## config.mk

```make
export PLATFORM = sky130hd
export DESIGN_NAME = cassette_tape_bit_decoder
export DESIGN_NICKNAME = d
export VERILOG_FILES = /design/src/sv/cas_pkg.sv /design/src/sv/cas_mix.sv /design/src/sv/cas_div.sv /design/src/sv/cassette_tape_bit_decoder.sv
export SDC_FILE = /design/constraint.sdc
export NUM_CORES = 1
export LEC_CHECK = 0
export BUFFER_PORTS_ARGS = -buffer_cell sky130_fd_sc_hd__buf_2
export CAP_MARGIN = 15
export CORE_UTILIZATION = 40
export DETAILED_ROUTE_END_ITERATION = 12
export MAX_ROUTING_LAYER = met4
export PLACE_DENSITY_LB_ADDON = 0.08
export SLEW_MARGIN = 20
export SYNTH_ARGS = -nofsm -noshare
export SYNTH_HDL_FRONTEND = slang
export SYNTH_SLANG_ARGS = --single-unit
```

## constraint.sdc

```tcl
create_clock -name clk -period 6.5 [get_ports clk]
set_input_delay 0.65 -clock clk [delete_from_list [all_inputs] [get_ports clk]]
set_output_delay 0.65 -clock clk [all_outputs]
set_load 0.005 [all_outputs]
```

## src/sv/cas_pkg.sv

```systemverilog
// Package for the cassette tape bit decoder: payload structs, divider
// handshake structs, sequencer states and register indexes. No dependencies.
`default_nettype none

package cas_pkg;

    localparam int MAX_HEADER_BYTES = 8;
    localparam int COUNT_BITS       = 16;
    localparam int RATE_BITS        = 18;
    localparam int HDR_BITS         = 8 * MAX_HEADER_BYTES;
    localparam int CFG_INDEX_BITS   = 4;
    localparam int DIV_CNT_BITS     = $clog2(RATE_BITS + 1);

    typedef struct packed {
        logic        command;
        logic [15:0] chan_a;
        logic [15:0] chan_b;
    } in_item_t;

    typedef struct packed {
        logic       kind;
        logic [7:0] data_byte;
    } out_item_t;

    typedef struct packed {
        logic                  start;
        logic [RATE_BITS-1:0]  dividend;
        logic [COUNT_BITS-1:0] divisor;
    } div_req_t;

    typedef struct packed {
        logic                 done;
        logic [RATE_BITS-1:0] quotient;
    } div_rsp_t;

    typedef enum logic [2:0] {
        ST_IDLE   = 3'b001,
        ST_DIV    = 3'b010,
        ST_DECIDE = 3'b100
    } seq_state_t;

    localparam logic [CFG_INDEX_BITS-1:0] REG_SIXTEEN_BIT    = 4'd0;
    localparam logic [CFG_INDEX_BITS-1:0] REG_STEREO         = 4'd1;
    localparam logic [CFG_INDEX_BITS-1:0] REG_SAMPLE_RATE    = 4'd2;
    localparam logic [CFG_INDEX_BITS-1:0] REG_THRESHOLD      = 4'd3;
    localparam logic [CFG_INDEX_BITS-1:0] REG_ONE_IS_LOW     = 4'd4;
    localparam logic [CFG_INDEX_BITS-1:0] REG_MSB_FIRST      = 4'd5;
    localparam logic [CFG_INDEX_BITS-1:0] REG_HEADER_PATTERN = 4'd6;
    localparam logic [CFG_INDEX_BITS-1:0] REG_HEADER_BYTES   = 4'd7;

    localparam logic KIND_HEADER = 1'b0;
    localparam logic KIND_DATA   = 1'b1;

endpackage

`default_nettype wire

```

## src/sv/cas_mix.sv

```systemverilog
// Mixes one PCM frame (8-bit unsigned or 16-bit signed, mono or stereo)
// down to one signed 16-bit sample. Purely combinational; no dependencies.
`default_nettype none

module cas_mix (
    input  wire logic [15:0]        chan_a,
    input  wire logic [15:0]        chan_b,
    input  wire logic               sixteen_bit,
    input  wire logic               stereo,
    output logic signed [15:0]      sample
);

    logic signed [7:0]  a8;
    logic signed [7:0]  b8;
    logic signed [8:0]  sum8;
    logic signed [15:0] a16;
    logic signed [15:0] b16;
    logic signed [15:0] a_half;
    logic signed [15:0] b_half;
    logic signed [16:0] sum16;

    // Flipping the top bit of an unsigned byte subtracts 128.
    assign a8   = {~chan_a[7], chan_a[6:0]};
    assign b8   = {~chan_b[7], chan_b[6:0]};
    assign sum8 = {a8[7], a8} + {b8[7], b8};

    assign a16 = chan_a;
    assign b16 = chan_b;

    // Halving must round toward zero, so odd negative values get one added back.
    assign a_half = (a16 >>> 1) + $signed({15'd0, a16[15] & a16[0]});
    assign b_half = (b16 >>> 1) + $signed({15'd0, b16[15] & b16[0]});
    assign sum16  = {a_half[15], a_half} + {b_half[15], b_half};

    always_comb
    begin
        if (!sixteen_bit)
        begin
            if (!stereo)
                sample = {a8, 8'd0};
            else
                sample = {sum8, 7'd0};
        end
        else
        begin
            if (!stereo)
                sample = a16;
            else
                sample = sum16[15:0];
        end
    end

endmodule

`default_nettype wire

```

## src/sv/cas_div.sv

```systemverilog
// Restoring serial divider, one quotient bit per cycle, used to turn the
// cycle count into a frequency. Depends on cas_pkg.
`default_nettype none

module cas_div (
    input  wire logic        clk,
    input  wire logic        rst_n,
    input  wire cas_pkg::div_req_t req,
    output cas_pkg::div_rsp_t    rsp
);

    logic                                  busy_reg;
    logic                                  busy_next;
    logic [cas_pkg::DIV_CNT_BITS-1:0]      cnt_reg;
    logic [cas_pkg::DIV_CNT_BITS-1:0]      cnt_next;
    logic [cas_pkg::RATE_BITS-1:0]         quo_reg;
    logic [cas_pkg::RATE_BITS-1:0]         quo_next;
    logic [cas_pkg::COUNT_BITS-1:0]        rem_reg;
    logic [cas_pkg::COUNT_BITS-1:0]        rem_next;
    logic [cas_pkg::COUNT_BITS-1:0]        dvsr_reg;
    logic [cas_pkg::COUNT_BITS-1:0]        dvsr_next;
    logic [cas_pkg::COUNT_BITS:0]          shifted;
    logic [cas_pkg::COUNT_BITS:0]          diff;
    logic                                  fits;

    assign shifted = {rem_reg, quo_reg[cas_pkg::RATE_BITS-1]};
    assign diff    = shifted - {1'b0, dvsr_reg};
    assign fits    = shifted >= {1'b0, dvsr_reg};

    always_comb
    begin
        busy_next = busy_reg;
        cnt_next  = cnt_reg;
        quo_next  = quo_reg;
        rem_next  = rem_reg;
        dvsr_next = dvsr_reg;
        if (req.start)
        begin
            busy_next = 1'b1;
            cnt_next  = cas_pkg::DIV_CNT_BITS'(cas_pkg::RATE_BITS);
            quo_next  = req.dividend;
            rem_next  = '0;
            dvsr_next = req.divisor;
        end
        else if (busy_reg)
        begin
            if (cnt_reg != '0)
            begin
                cnt_next = cnt_reg - 1'b1;
                quo_next = {quo_reg[cas_pkg::RATE_BITS-2:0], fits};
                rem_next = fits ? diff[cas_pkg::COUNT_BITS-1:0]
                                : shifted[cas_pkg::COUNT_BITS-1:0];
            end
            else
            begin
                busy_next = 1'b0;
            end
        end
    end

    always_ff @(posedge clk or negedge rst_n)
    begin
        if (!rst_n)
        begin
            busy_reg <= 1'b0;
            cnt_reg  <= '0;
        end
        else
        begin
            busy_reg <= busy_next;
            cnt_reg  <= cnt_next;
        end
    end

    always_ff @(posedge clk)
    begin
        quo_reg  <= quo_next;
        rem_reg  <= rem_next;
        dvsr_reg <= dvsr_next;
    end

    assign rsp.done     = busy_reg && (cnt_reg == '0);
    assign rsp.quotient = quo_reg;

endmodule

`default_nettype wire

```

## src/sv/cassette_tape_bit_decoder.sv

```systemverilog
// Cassette FSK decoder: times rising zero crossings of a PCM stream, makes
// one bit per crossing, hunts for a sync header and then assembles bytes.
// Depends on cas_pkg, cas_mix and cas_div.
//
// A restart command, or a sample frame that is not a rising zero crossing,
// is handled in ST_IDLE alone. A crossing frame is accepted in ST_IDLE,
// which starts the serial divider that computes sample_rate / count; ST_DIV
// waits through the divider's iterations and its completion, and ST_DECIDE
// decides the bit and updates the header or byte register; it waits while
// a previous result is still held in the output register. The block raises
// in_stall while it works on a crossing. Results leave through a registered
// output, so a new frame can be taken while a result waits. Configuration
// writes are always taken and must only be issued while the block is idle.
`default_nettype none

module cassette_tape_bit_decoder (
    input  wire logic                                clk,
    input  wire logic                                rst_n,
    input  wire logic                                in_valid,
    output logic                                     in_stall,
    input  wire cas_pkg::in_item_t                   in_data,
    output logic                                     out_valid,
    input  wire logic                                out_stall,
    output cas_pkg::out_item_t                       out_data,
    input  wire logic                                cfg_valid,
    output logic                                     cfg_ready,
    input  wire logic [cas_pkg::CFG_INDEX_BITS-1:0]  cfg_index,
    input  wire logic [63:0]                         cfg_data
);

    localparam int HB = cas_pkg::HDR_BITS;
    localparam int MB = cas_pkg::MAX_HEADER_BYTES;

    // Configuration registers.
    logic                            sixteen_bit_reg;
    logic                            stereo_reg;
    logic [cas_pkg::RATE_BITS-1:0]   sample_rate_reg;
    logic [cas_pkg::RATE_BITS-1:0]   threshold_reg;
    logic                            one_is_low_reg;
    logic                            msb_first_reg;
    logic [HB-1:0]                   header_pattern_reg;
    logic [3:0]                      header_bytes_reg;

    // Decoder state.
    cas_pkg::seq_state_t             state_reg;
    cas_pkg::seq_state_t             state_next;
    logic signed [15:0]              prev_sample_reg;
    logic signed [15:0]              prev_sample_next;
    logic [cas_pkg::COUNT_BITS-1:0]  cycle_count_reg;
    logic [cas_pkg::COUNT_BITS-1:0]  cycle_count_next;
    logic                            hunting_reg;
    logic                            hunting_next;
    logic [HB-1:0]                   header_shift_reg;
    logic [HB-1:0]                   header_shift_next;
    logic [7:0]                      byte_shift_reg;
    logic [7:0]                      byte_shift_next;
    logic [2:0]                      bit_index_reg;
    logic [2:0]                      bit_index_next;
    logic                            out_valid_reg;
    logic                            out_valid_next;
    cas_pkg::out_item_t              out_data_reg;
    cas_pkg::out_item_t              out_data_next;

    logic signed [15:0]              sample;
    logic                            crossed;
    logic [cas_pkg::COUNT_BITS-1:0]  count_inc;
    logic                            accept;
    cas_pkg::div_req_t               div_req;
    cas_pkg::div_rsp_t               div_rsp;

    logic [3:0]                      used_bytes;
    logic [HB-1:0]                   used_mask;
    logic [HB-1:0]                   hdr_cur;
    logic [HB-1:0]                   hdr_shifted;
    logic [HB-1:0]                   hdr_new;
    logic                            hdr_match;
    logic                            new_bit;
    logic [7:0]                      byte_new;
    logic [2:0]                      index_new;
    logic                            out_free;

    cas_mix u_mix (
        .chan_a      (in_data.chan_a),
        .chan_b      (in_data.chan_b),
        .sixteen_bit (sixteen_bit_reg),
        .stereo      (stereo_reg),
        .sample      (sample)
    );

    cas_div u_div (
        .clk   (clk),
        .rst_n (rst_n),
        .req   (div_req),
        .rsp   (div_rsp)
    );

    assign cfg_ready = 1'b1;
    assign in_stall  = (state_reg != cas_pkg::ST_IDLE);
    assign accept    = in_valid && !in_stall;
    assign crossed   = prev_sample_reg[15] && !sample[15];
    assign count_inc = (&cycle_count_reg) ? cycle_count_reg : cycle_count_reg + 1'b1;

    assign div_req.start    = accept && !in_data.command && crossed;
    assign div_req.dividend = sample_rate_reg;
    assign div_req.divisor  = count_inc;

    // Header length is clamped to the supported range.
    always_comb
    begin
        if (header_bytes_reg == 4'd0)
            used_bytes = 4'd1;
        else if (header_bytes_reg > 4'(MB))
            used_bytes = 4'(MB);
        else
            used_bytes = header_bytes_reg;
    end

    always_comb
    begin
        for (int k = 0; k < MB; k++)
            used_mask[8*k +: 8] = (4'(k) < used_bytes) ? 8'hFF : 8'h00;
    end

    assign hdr_cur = header_shift_reg & used_mask;

    // Least significant first: each byte shifts right, and its low bit
    // carries into the top of the next more significant byte.
    always_comb
    begin
        hdr_shifted[7:0] = {new_bit, hdr_cur[7:1]};
        for (int k = 1; k < MB; k++)
            hdr_shifted[8*k +: 8] = {hdr_cur[8*k-8], hdr_cur[8*k+1 +: 7]};
    end

    always_comb
    begin
        if (msb_first_reg)
            hdr_new = {hdr_cur[HB-2:0], new_bit} & used_mask;
        else
            hdr_new = hdr_shifted & used_mask;
    end

    assign hdr_match = (hdr_new == (header_pattern_reg & used_mask));

    assign new_bit = one_is_low_reg ? (threshold_reg > div_rsp.quotient)
                                    : (threshold_reg <= div_rsp.quotient);
    assign byte_new  = msb_first_reg ? {byte_shift_reg[6:0], new_bit}
                                     : {new_bit, byte_shift_reg[7:1]};
    assign index_new = bit_index_reg + 1'b1;
    assign out_free  = !out_valid_reg || !out_stall;

    always_comb
    begin
        state_next        = state_reg;
        prev_sample_next  = prev_sample_reg;
        cycle_count_next  = cycle_count_reg;
        hunting_next      = hunting_reg;
        header_shift_next = header_shift_reg;
        byte_shift_next   = byte_shift_reg;
        bit_index_next    = bit_index_reg;
        out_valid_next    = out_valid_reg && out_stall;
        out_data_next     = out_data_reg;

        unique case (state_reg)
            cas_pkg::ST_IDLE:
            begin
                if (accept)
                begin
                    if (in_data.command)
                    begin
                        hunting_next      = 1'b1;
                        header_shift_next = '0;
                        byte_shift_next   = '0;
                        bit_index_next    = '0;
                    end
                    else
                    begin
                        prev_sample_next = sample;
                        if (crossed)
                        begin
                            cycle_count_next = '0;
                            state_next       = cas_pkg::ST_DIV;
                        end
                        else
                        begin
                            cycle_count_next = count_inc;
                        end
                    end
                end
            end
            cas_pkg::ST_DIV:
            begin
                if (div_rsp.done)
                    state_next = cas_pkg::ST_DECIDE;
            end
            cas_pkg::ST_DECIDE:
            begin
                if (out_free)
                begin
                    state_next = cas_pkg::ST_IDLE;
                    if (hunting_reg)
                    begin
                        header_shift_next = hdr_new;
                        if (hdr_match)
                        begin
                            hunting_next            = 1'b0;
                            byte_shift_next         = '0;
                            bit_index_next          = '0;
                            out_valid_next          = 1'b1;
                            out_data_next.kind      = cas_pkg::KIND_HEADER;
                            out_data_next.data_byte = '0;
                        end
                    end
                    else
                    begin
                        bit_index_next = index_new;
                        if (index_new == 3'd0)
                        begin
                            byte_shift_next         = '0;
                            out_valid_next          = 1'b1;
                            out_data_next.kind      = cas_pkg::KIND_DATA;
                            out_data_next.data_byte = byte_new;
                        end
                        else
                        begin
                            byte_shift_next = byte_new;
                        end
                    end
                end
            end
            default:
            begin
                state_next = cas_pkg::ST_IDLE;
            end
        endcase
    end

    always_ff @(posedge clk or negedge rst_n)
    begin
        if (!rst_n)
        begin
            state_reg        <= cas_pkg::ST_IDLE;
            prev_sample_reg  <= '0;
            cycle_count_reg  <= '0;
            hunting_reg      <= 1'b1;
            header_shift_reg <= '0;
            byte_shift_reg   <= '0;
            bit_index_reg    <= '0;
            out_valid_reg    <= 1'b0;
        end
        else
        begin
            state_reg        <= state_next;
            prev_sample_reg  <= prev_sample_next;
            cycle_count_reg  <= cycle_count_next;
            hunting_reg      <= hunting_next;
            header_shift_reg <= header_shift_next;
            byte_shift_reg   <= byte_shift_next;
            bit_index_reg    <= bit_index_next;
            out_valid_reg    <= out_valid_next;
        end
    end

    always_ff @(posedge clk)
    begin
        out_data_reg <= out_data_next;
    end

    always_ff @(posedge clk or negedge rst_n)
    begin
        if (!rst_n)
        begin
            sixteen_bit_reg    <= 1'b0;
            stereo_reg         <= 1'b0;
            sample_rate_reg    <= 18'd44100;
            threshold_reg      <= 18'd1800;
            one_is_low_reg     <= 1'b0;
            msb_first_reg      <= 1'b1;
            header_pattern_reg <= '0;
            header_bytes_reg   <= 4'd1;
        end
        else if (cfg_valid && cfg_ready)
        begin
            unique case (cfg_index)
                cas_pkg::REG_SIXTEEN_BIT:    sixteen_bit_reg    <= cfg_data[0];
                cas_pkg::REG_STEREO:         stereo_reg         <= cfg_data[0];
                cas_pkg::REG_SAMPLE_RATE:    sample_rate_reg    <= cfg_data[17:0];
                cas_pkg::REG_THRESHOLD:      threshold_reg      <= cfg_data[17:0];
                cas_pkg::REG_ONE_IS_LOW:     one_is_low_reg     <= cfg_data[0];
                cas_pkg::REG_MSB_FIRST:      msb_first_reg      <= cfg_data[0];
                cas_pkg::REG_HEADER_PATTERN: header_pattern_reg <= cfg_data[HB-1:0];
                cas_pkg::REG_HEADER_BYTES:   header_bytes_reg   <= cfg_data[3:0];
                default:
                begin
                end
            endcase
        end
    end

    assign out_valid = out_valid_reg;
    assign out_data  = out_data_reg;

endmodule

`default_nettype wire

```

### Word-level counts from Yosys, hierarchy flattened

Cells that the tools add are included.

| storage, ports and cells | value |
|---|---|
| register bits | 285 |
| latch bits | 0 |
| memory bits (writable) | 0 |
| ROM bits | 0 |
| input port bits | 106 |
| output and inout port bits | 12 |
| word-level logic and storage cells | 177 |
| memories kept | 0 |

| cells by class | value |
|---|---|
| $add $sub $neg | 8 |
| $mul | 0 |
| divide/modulo/power cells | 0 |
| order comparisons | 12 |
| eq/ne operators | 21 |
| shift operators | 0 |
| muxes and demuxes | 66 |
| bitwise operators | 9 |
| reductions and logical operators | 38 |

Operators with widths:

| kind | number |
|---|---|
| $mux 64 | 5 |
| $and 64x64->64 | 4 |
| $pmux 64 s2 | 1 |
| $mux 8 | 15 |
| $mux 16 | 6 |
| $eq 64x64->1 | 1 |
| $mux 18 | 3 |
| $add 15x2->16 | 2 |
| $mux 3 | 10 |
| $mux 9 | 3 |
| $reduce_and 2->1 | 10 |
| $gt 18x18->1 | 1 |
| $le 18x18->1 | 1 |
| $ge 17x16->1 | 1 |
| $add 16x1->16 const B | 1 |
| $add 16x16->16 | 1 |
| $eq 4x3->1 const B | 4 |
| $lt 3x4->1 const A | 4 |
| $pmux 8 s2 | 1 |
| $reduce_and 16->1 | 1 |
| $sub 16x16->16 | 1 |
| $mux 5 | 3 |
| $reduce_and 5->1 | 3 |
| $mux 1 | 14 |
| other kinds (31) | 58 |

### Depth between registers and ports, before layout

| depth | value |
|---|---|
| word-level depth | 13 |
| mapped depth | 14 |
| gate-level depth less buffers | 13 |

### Hierarchy

From an unflattened synthesis, not the netlist that was laid out.

| second synthesis, totals | value |
|---|---|
| cells, all modules | 1,585 |
| area, all modules | 16,266.9 µm² |

Modules (own cells, without submodules):

| module | times used | cells each | area an instance (µm²) | sequential area each (µm²) |
|---|---|---|---|---|
| cassette_tape_bit_decoder | 1 | 1,052 | 11,274.6 | 5,417.7 |
| cas_div | 1 | 329 | 3,367.0 | 1,491.4 |
| cas_mix | 1 | 204 | 1,625.3 | 0.0 |

### Worst setup path before layout

Ideal clock, no wire load.

| path | value |
|---|---|
| kind | input -> register |
| start point | in in_data[31] in the netlist's numbering |
| end point | reg u_div.quo_reg[15] in the netlist's numbering, data pin |
| library setup time | 0.292 ns |
| arrival | 3.747 ns |
| data required time | 6.208 ns |
| setup slack | 2.462 ns |
| stages on the path | 13 |
| buffers on the path | 1 |
| path through | and2_1 > fa_1 > ha_1 > a41oi_1 > o21bai_1 > a2111oi_0 > o31ai_1 > mux2i_1 > a31oi_1 > nand2b_1 > inv_1 > clkbuf_1 > o21ai_0 |

RTL lines:

| item | line | source |
|---|---|---|
| start: declaration | cassette_tape_bit_decoder.sv:21 | `input wire cas_pkg::in_item_t in_data,` |
| end signal: assignment | cas_div.sv:77 | `quo_reg <= quo_next;` |
| end: declaration | cas_div.sv:16 | `logic [cas_pkg::RATE_BITS-1:0] quo_reg;` |

### Final worst setup path

| path | value |
|---|---|
| start point | reg msb_first_reg |
| end point | reg out_data_reg (netlist bit out_data[5]), enable pin |

| on the way | value |
|---|---|
| word-level cells in the longest chain between the ends | 4 |

Ends and longest elaborated chain:

| item | line | source |
|---|---|---|
| start: declaration | cassette_tape_bit_decoder.sv:40 | `logic msb_first_reg;` |
| start signal: assignment | cassette_tape_bit_decoder.sv:290 | `cas_pkg::REG_MSB_FIRST: msb_first_reg <= cfg_data[0];` |
| $mux 64 | cassette_tape_bit_decoder.sv:137 | `if (msb_first_reg)` |
| $eq 64x64->1 | cassette_tape_bit_decoder.sv:143 | `assign hdr_match = (hdr_new == (header_pattern_reg & used_mask));` |
| $ne 2x1->1 (no source line) | - |  |
| $reduce_and 4->1 (no source line) | - |  |
| end signal: assignment | cassette_tape_bit_decoder.sv:266 | `out_data_reg <= out_data_next;` |
| end: declaration | cassette_tape_bit_decoder.sv:61 | `cas_pkg::out_item_t out_data_reg;` |

No other way between the ends.
A chain may end at the register's enable or synchronous reset.

==> impl_metrics.json <==
{
  "die_w_microns": 194,
  "netlist_area_sq_mm": 0.0148,
  "start_util_pct": 40.5,
  "drive_gt1_share_pct": 19.4,
  "fin_crit_ns": 4.58,
  "min_period_over_period_pct": 70.4,
  "synthFlopType": "dfrtp_1",
  "seqPwrFrac_pct": 41.2,
  "post-dp-hpwl_mm": 24.3,
  "status": "complete, no violations",
  "core_sq_mm": 0.0365,
  "r2r-start": "msb_first_reg",
  "syn-num-nets": 1602,
  "end_kind": "flip-flop",
  "track_usage_pct": 19.2,
  "cp-start-kind": "flip-flop",
  "vdd_drop_max_v": 0.000225,
  "rsz0062_at_grt": "false",
  "worst_slew_pin_slew_ns": 1.09,
  "grt_max_degree": 132,
  "power_density_mw_per_mm2": 347,
  "port_buffers": 116,
  "post_cts_buffers": 0,
  "drcViolationCount": 0,
  "clock-root-buffer": "clkbuf_16",
  "nets": 1698,
  "maxCapViolations": 0,
  "dr.pass1.iters": 5,
  "die_area_sq_mm": 0.0378,
  "hold_buffers": 0,
  "instances_no_fill": 2012,
  "crit_type": "flip-flop to flip-flop",
  "rows": 70,
  "die_h_microns": 194,
  "insertion_delay_ns": 0.58,
  "ys_ff_latch": 270,
  "numCtsBuffers": 31,
  "internal_power_uw": 3900,
  "postSynthAreaPerCell_sq_um": 10.4,
  "relSlewSlack_pct": 27.0,
  "ys_seq_area_share_pct": 46.7,
  "clock.fmax_mhz": 219,
  "grt_pass1_wl_mm": 57.5,
  "crit_path_start": "msb_first_reg",
  "post_cts_resized": 0,
  "cts_tree": "yes",
  "dpl_worst_slack_ns": 1.88,
  "clk_pin_slew_worst_paths_ns": 0.06,
  "grt_pass1_vias": 10700,
  "h-tree-depth": 1,
  "required_ns": 6.71,
  "syn_to_final_growth_pct": 13.7,
  "crit_arrival_ns": 4.79,
  "antenna_found_initial": 1,
  "gp_congestion": 0.800,
  "dp.cells": 1953,
  "report.final.slew_viol_count": 0,
  "cts.path.max_buffers": 3,
  "wl_per_cell_microns": 17.4,
  "pwr-share-comb_pct": 28.6,
  "setup_violations": 0,
  "setup_tns_ns": 0,
  "async_flop_share_pct": 78.1,
  "clock_skew_ns": 0.0212,
  "p_clk_share_pct": 30.2,
  "hold_viol_final": 0,
  "p_sw_share_pct": 33.3,
  "power_uw": 5840,
  "cts_num_sinks": 270,
  "yosysWarnings": 0,
  "setup_ws_ns": 1.92,
  "via_per_inst": 5.35,
  "cp_max_fo": 80,
  "p_switching_uw": 1940,
  "synth_edf_count": 43,
  "drt_iter0_drc": 497,
  "ys_types": 72,
  "wl_mm": 35.0,
  "synthCells": 1422,
  "gr-total-overflow": 0,
  "hold_path_class": "input pin to async pin",
  "antenna_left": 0,
  "io_pins": 118,
  "vias": 10800,
  "n_fill_cell": 3480,
  "leakage_uw": 0.00727
}
path summary, 6_finish.rpt:
path                       slack, ns                endpoint  cells past startpoint
max                             1.92             out_data[5]                      9
max in group asynchronous       5.31      sample_rate_reg[9]                      2
max reg2reg                     1.92             out_data[5]                      9
min                             0.04       byte_shift_reg[7]                      1
min in group clk                0.27  header_pattern_reg[33]                      3
min reg2reg                     0.46       u_div.rem_reg[15]                      2
metrics by stage:
step	area, sq um	util (%)	hold WS (ns)
final	16800	46.1	0.0369
after floorplan	14800	-	0.354
after global placement	15800	43.3	0.444
after detailed placement	15800	43.3	0.457
after CTS	16800	46.1	0.0753
after global routing	16800	46.1	0.0688
cell usage after synthesis (all sizes together), types with 10 or more instances:
| cell | number | area, sq um |
|---|---|---|
| dfrtp | 197 | 4930 |
| buf | 18 | 108 |
| mux2 | 102 | 1150 |
| nor3 | 20 | 100 |
| xor2 | 36 | 315 |
| o31ai | 50 | 375 |
| nand4 | 18 | 113 |
| dfxtp | 16 | 320 |
| nor2 | 51 | 194 |
| inv | 66 | 248 |
| nand2 | 167 | 627 |
| nor2b | 11 | 68.8 |
| nand2b | 17 | 106 |
| nand3 | 13 | 65.1 |
| o21ai | 118 | 591 |
| clkbuf | 45 | 169 |
| edfxtp | 43 | 1290 |
| nor4 | 10 | 68.8 |
| a21o | 14 | 105 |
| mux2i | 74 | 741 |
| dfstp | 14 | 368 |
| a31oi | 11 | 68.8 |
| xnor2 | 55 | 482 |
| ha | 69 | 863 |
| a21oi | 64 | 320 |
critical path: stages, from the launching register on:
cell	delay (ns)
dfstp_4	1.27
buf_4	0.54
mux2i_1	0.28
xnor2_1	0.09
a2111oi_0	0.38
a31oi_1	0.21
a211oi_2	0.23
o2111ai_1	0.19
nor2_2	0.53
o2bb2ai_1	0.45
cell families (layout without fill, tap and decap cells):
kind of cell	after synthesis	in the layout	share of synthesized area, %
compound gates	329	329	13.9
flops	270	270	46.7
simple gates	352	352	11.3
buf+inv	129	250	3.54
xor+xnor	91	91	5.38
fa+ha+maj	74	74	6.51
mux	176	176	12.8
other cells	1	2	0.0253
layout by cell type (no fill, tap or decap), types with 5 or more instances in the layout:
| cell type | synthesis | routed |
|---|---|---|
| o31ai_1 | 50 | 50 |
| and2_1 | 7 | 7 |
| o22ai_1 | 5 | 5 |
| a21oi_1 | 64 | 64 |
| nor2b_1 | 11 | 11 |
| a31oi_1 | 11 | 11 |
| o2111ai_1 | 6 | 6 |
| mux2i_1 | 74 | 74 |
| xor2_1 | 36 | 36 |
| xnor2_1 | 55 | 55 |
| dfrtp_1 | 197 | 197 |
| buf_4 | 2 | 9 |
| o21a_1 | 7 | 7 |
| nor2_1 | 50 | 50 |
| ha_1 | 69 | 69 |
| mux2_2 | 102 | 102 |
| nor3_1 | 20 | 20 |
| inv_1 | 66 | 66 |
| fa_1 | 5 | 5 |
| clkinv_1 | 0 | 6 |
| a21o_1 | 14 | 14 |
| buf_2 | 8 | 115 |
| dfstp_2 | 14 | 13 |
| clkbuf_1 | 45 | 8 |
| a22oi_1 | 8 | 8 |
| nand4_1 | 18 | 18 |
| nor4_1 | 9 | 9 |
| edfxtp_1 | 43 | 43 |
| nor3b_1 | 9 | 8 |
| nand3_1 | 13 | 13 |
| dfxtp_1 | 16 | 16 |
| and3_1 | 5 | 5 |
| nand2_1 | 167 | 167 |
| clkbuf_16 | 0 | 31 |
| o21ai_0 | 107 | 107 |
| o21ai_1 | 11 | 10 |
| nand2b_1 | 17 | 17 |
per-layer routing:
layer / track usage [%] / up-vias / wire [microns]
met5: - / - / 0
met4: 4.61 / 0 / 665
met3: 2.29 / 44 / 1170
met2: 29.4 / 160 / 15500
met1: 27.2 / 5245 / 17700
li1: - / 5310 / -
area by class of cell:
class                   instances  area, sq um  share of cell area [%]
clock inverters                18          200                    1.19
repair buffers                126          678                    4.03
diodes                          1         2.50                  0.0149
well taps                     468          586                    3.48
inverters                      66          248                    1.47
clock buffers                  40          820                    4.87
flip-flops and latches        270         6910                    41.1
multi-input cells            1023         7390                    43.9
power groups by stage:
| stage | Clock (uW) | Sequential (uW) | Combinational [uW] |
|---|---|---|---|
| finish | 1760 | 2410 | 1670 |
| global route | 1870 | 2450 | 1900 |
| CTS | 1810 | 2410 | 1680 |
| detailed placement | 0 | 2440 | 1660 |
| global placement | 0 | 2430 | 1650 |
| floorplan | 0 | 2280 | 1350 |
(Power assumes the default switching activity.)
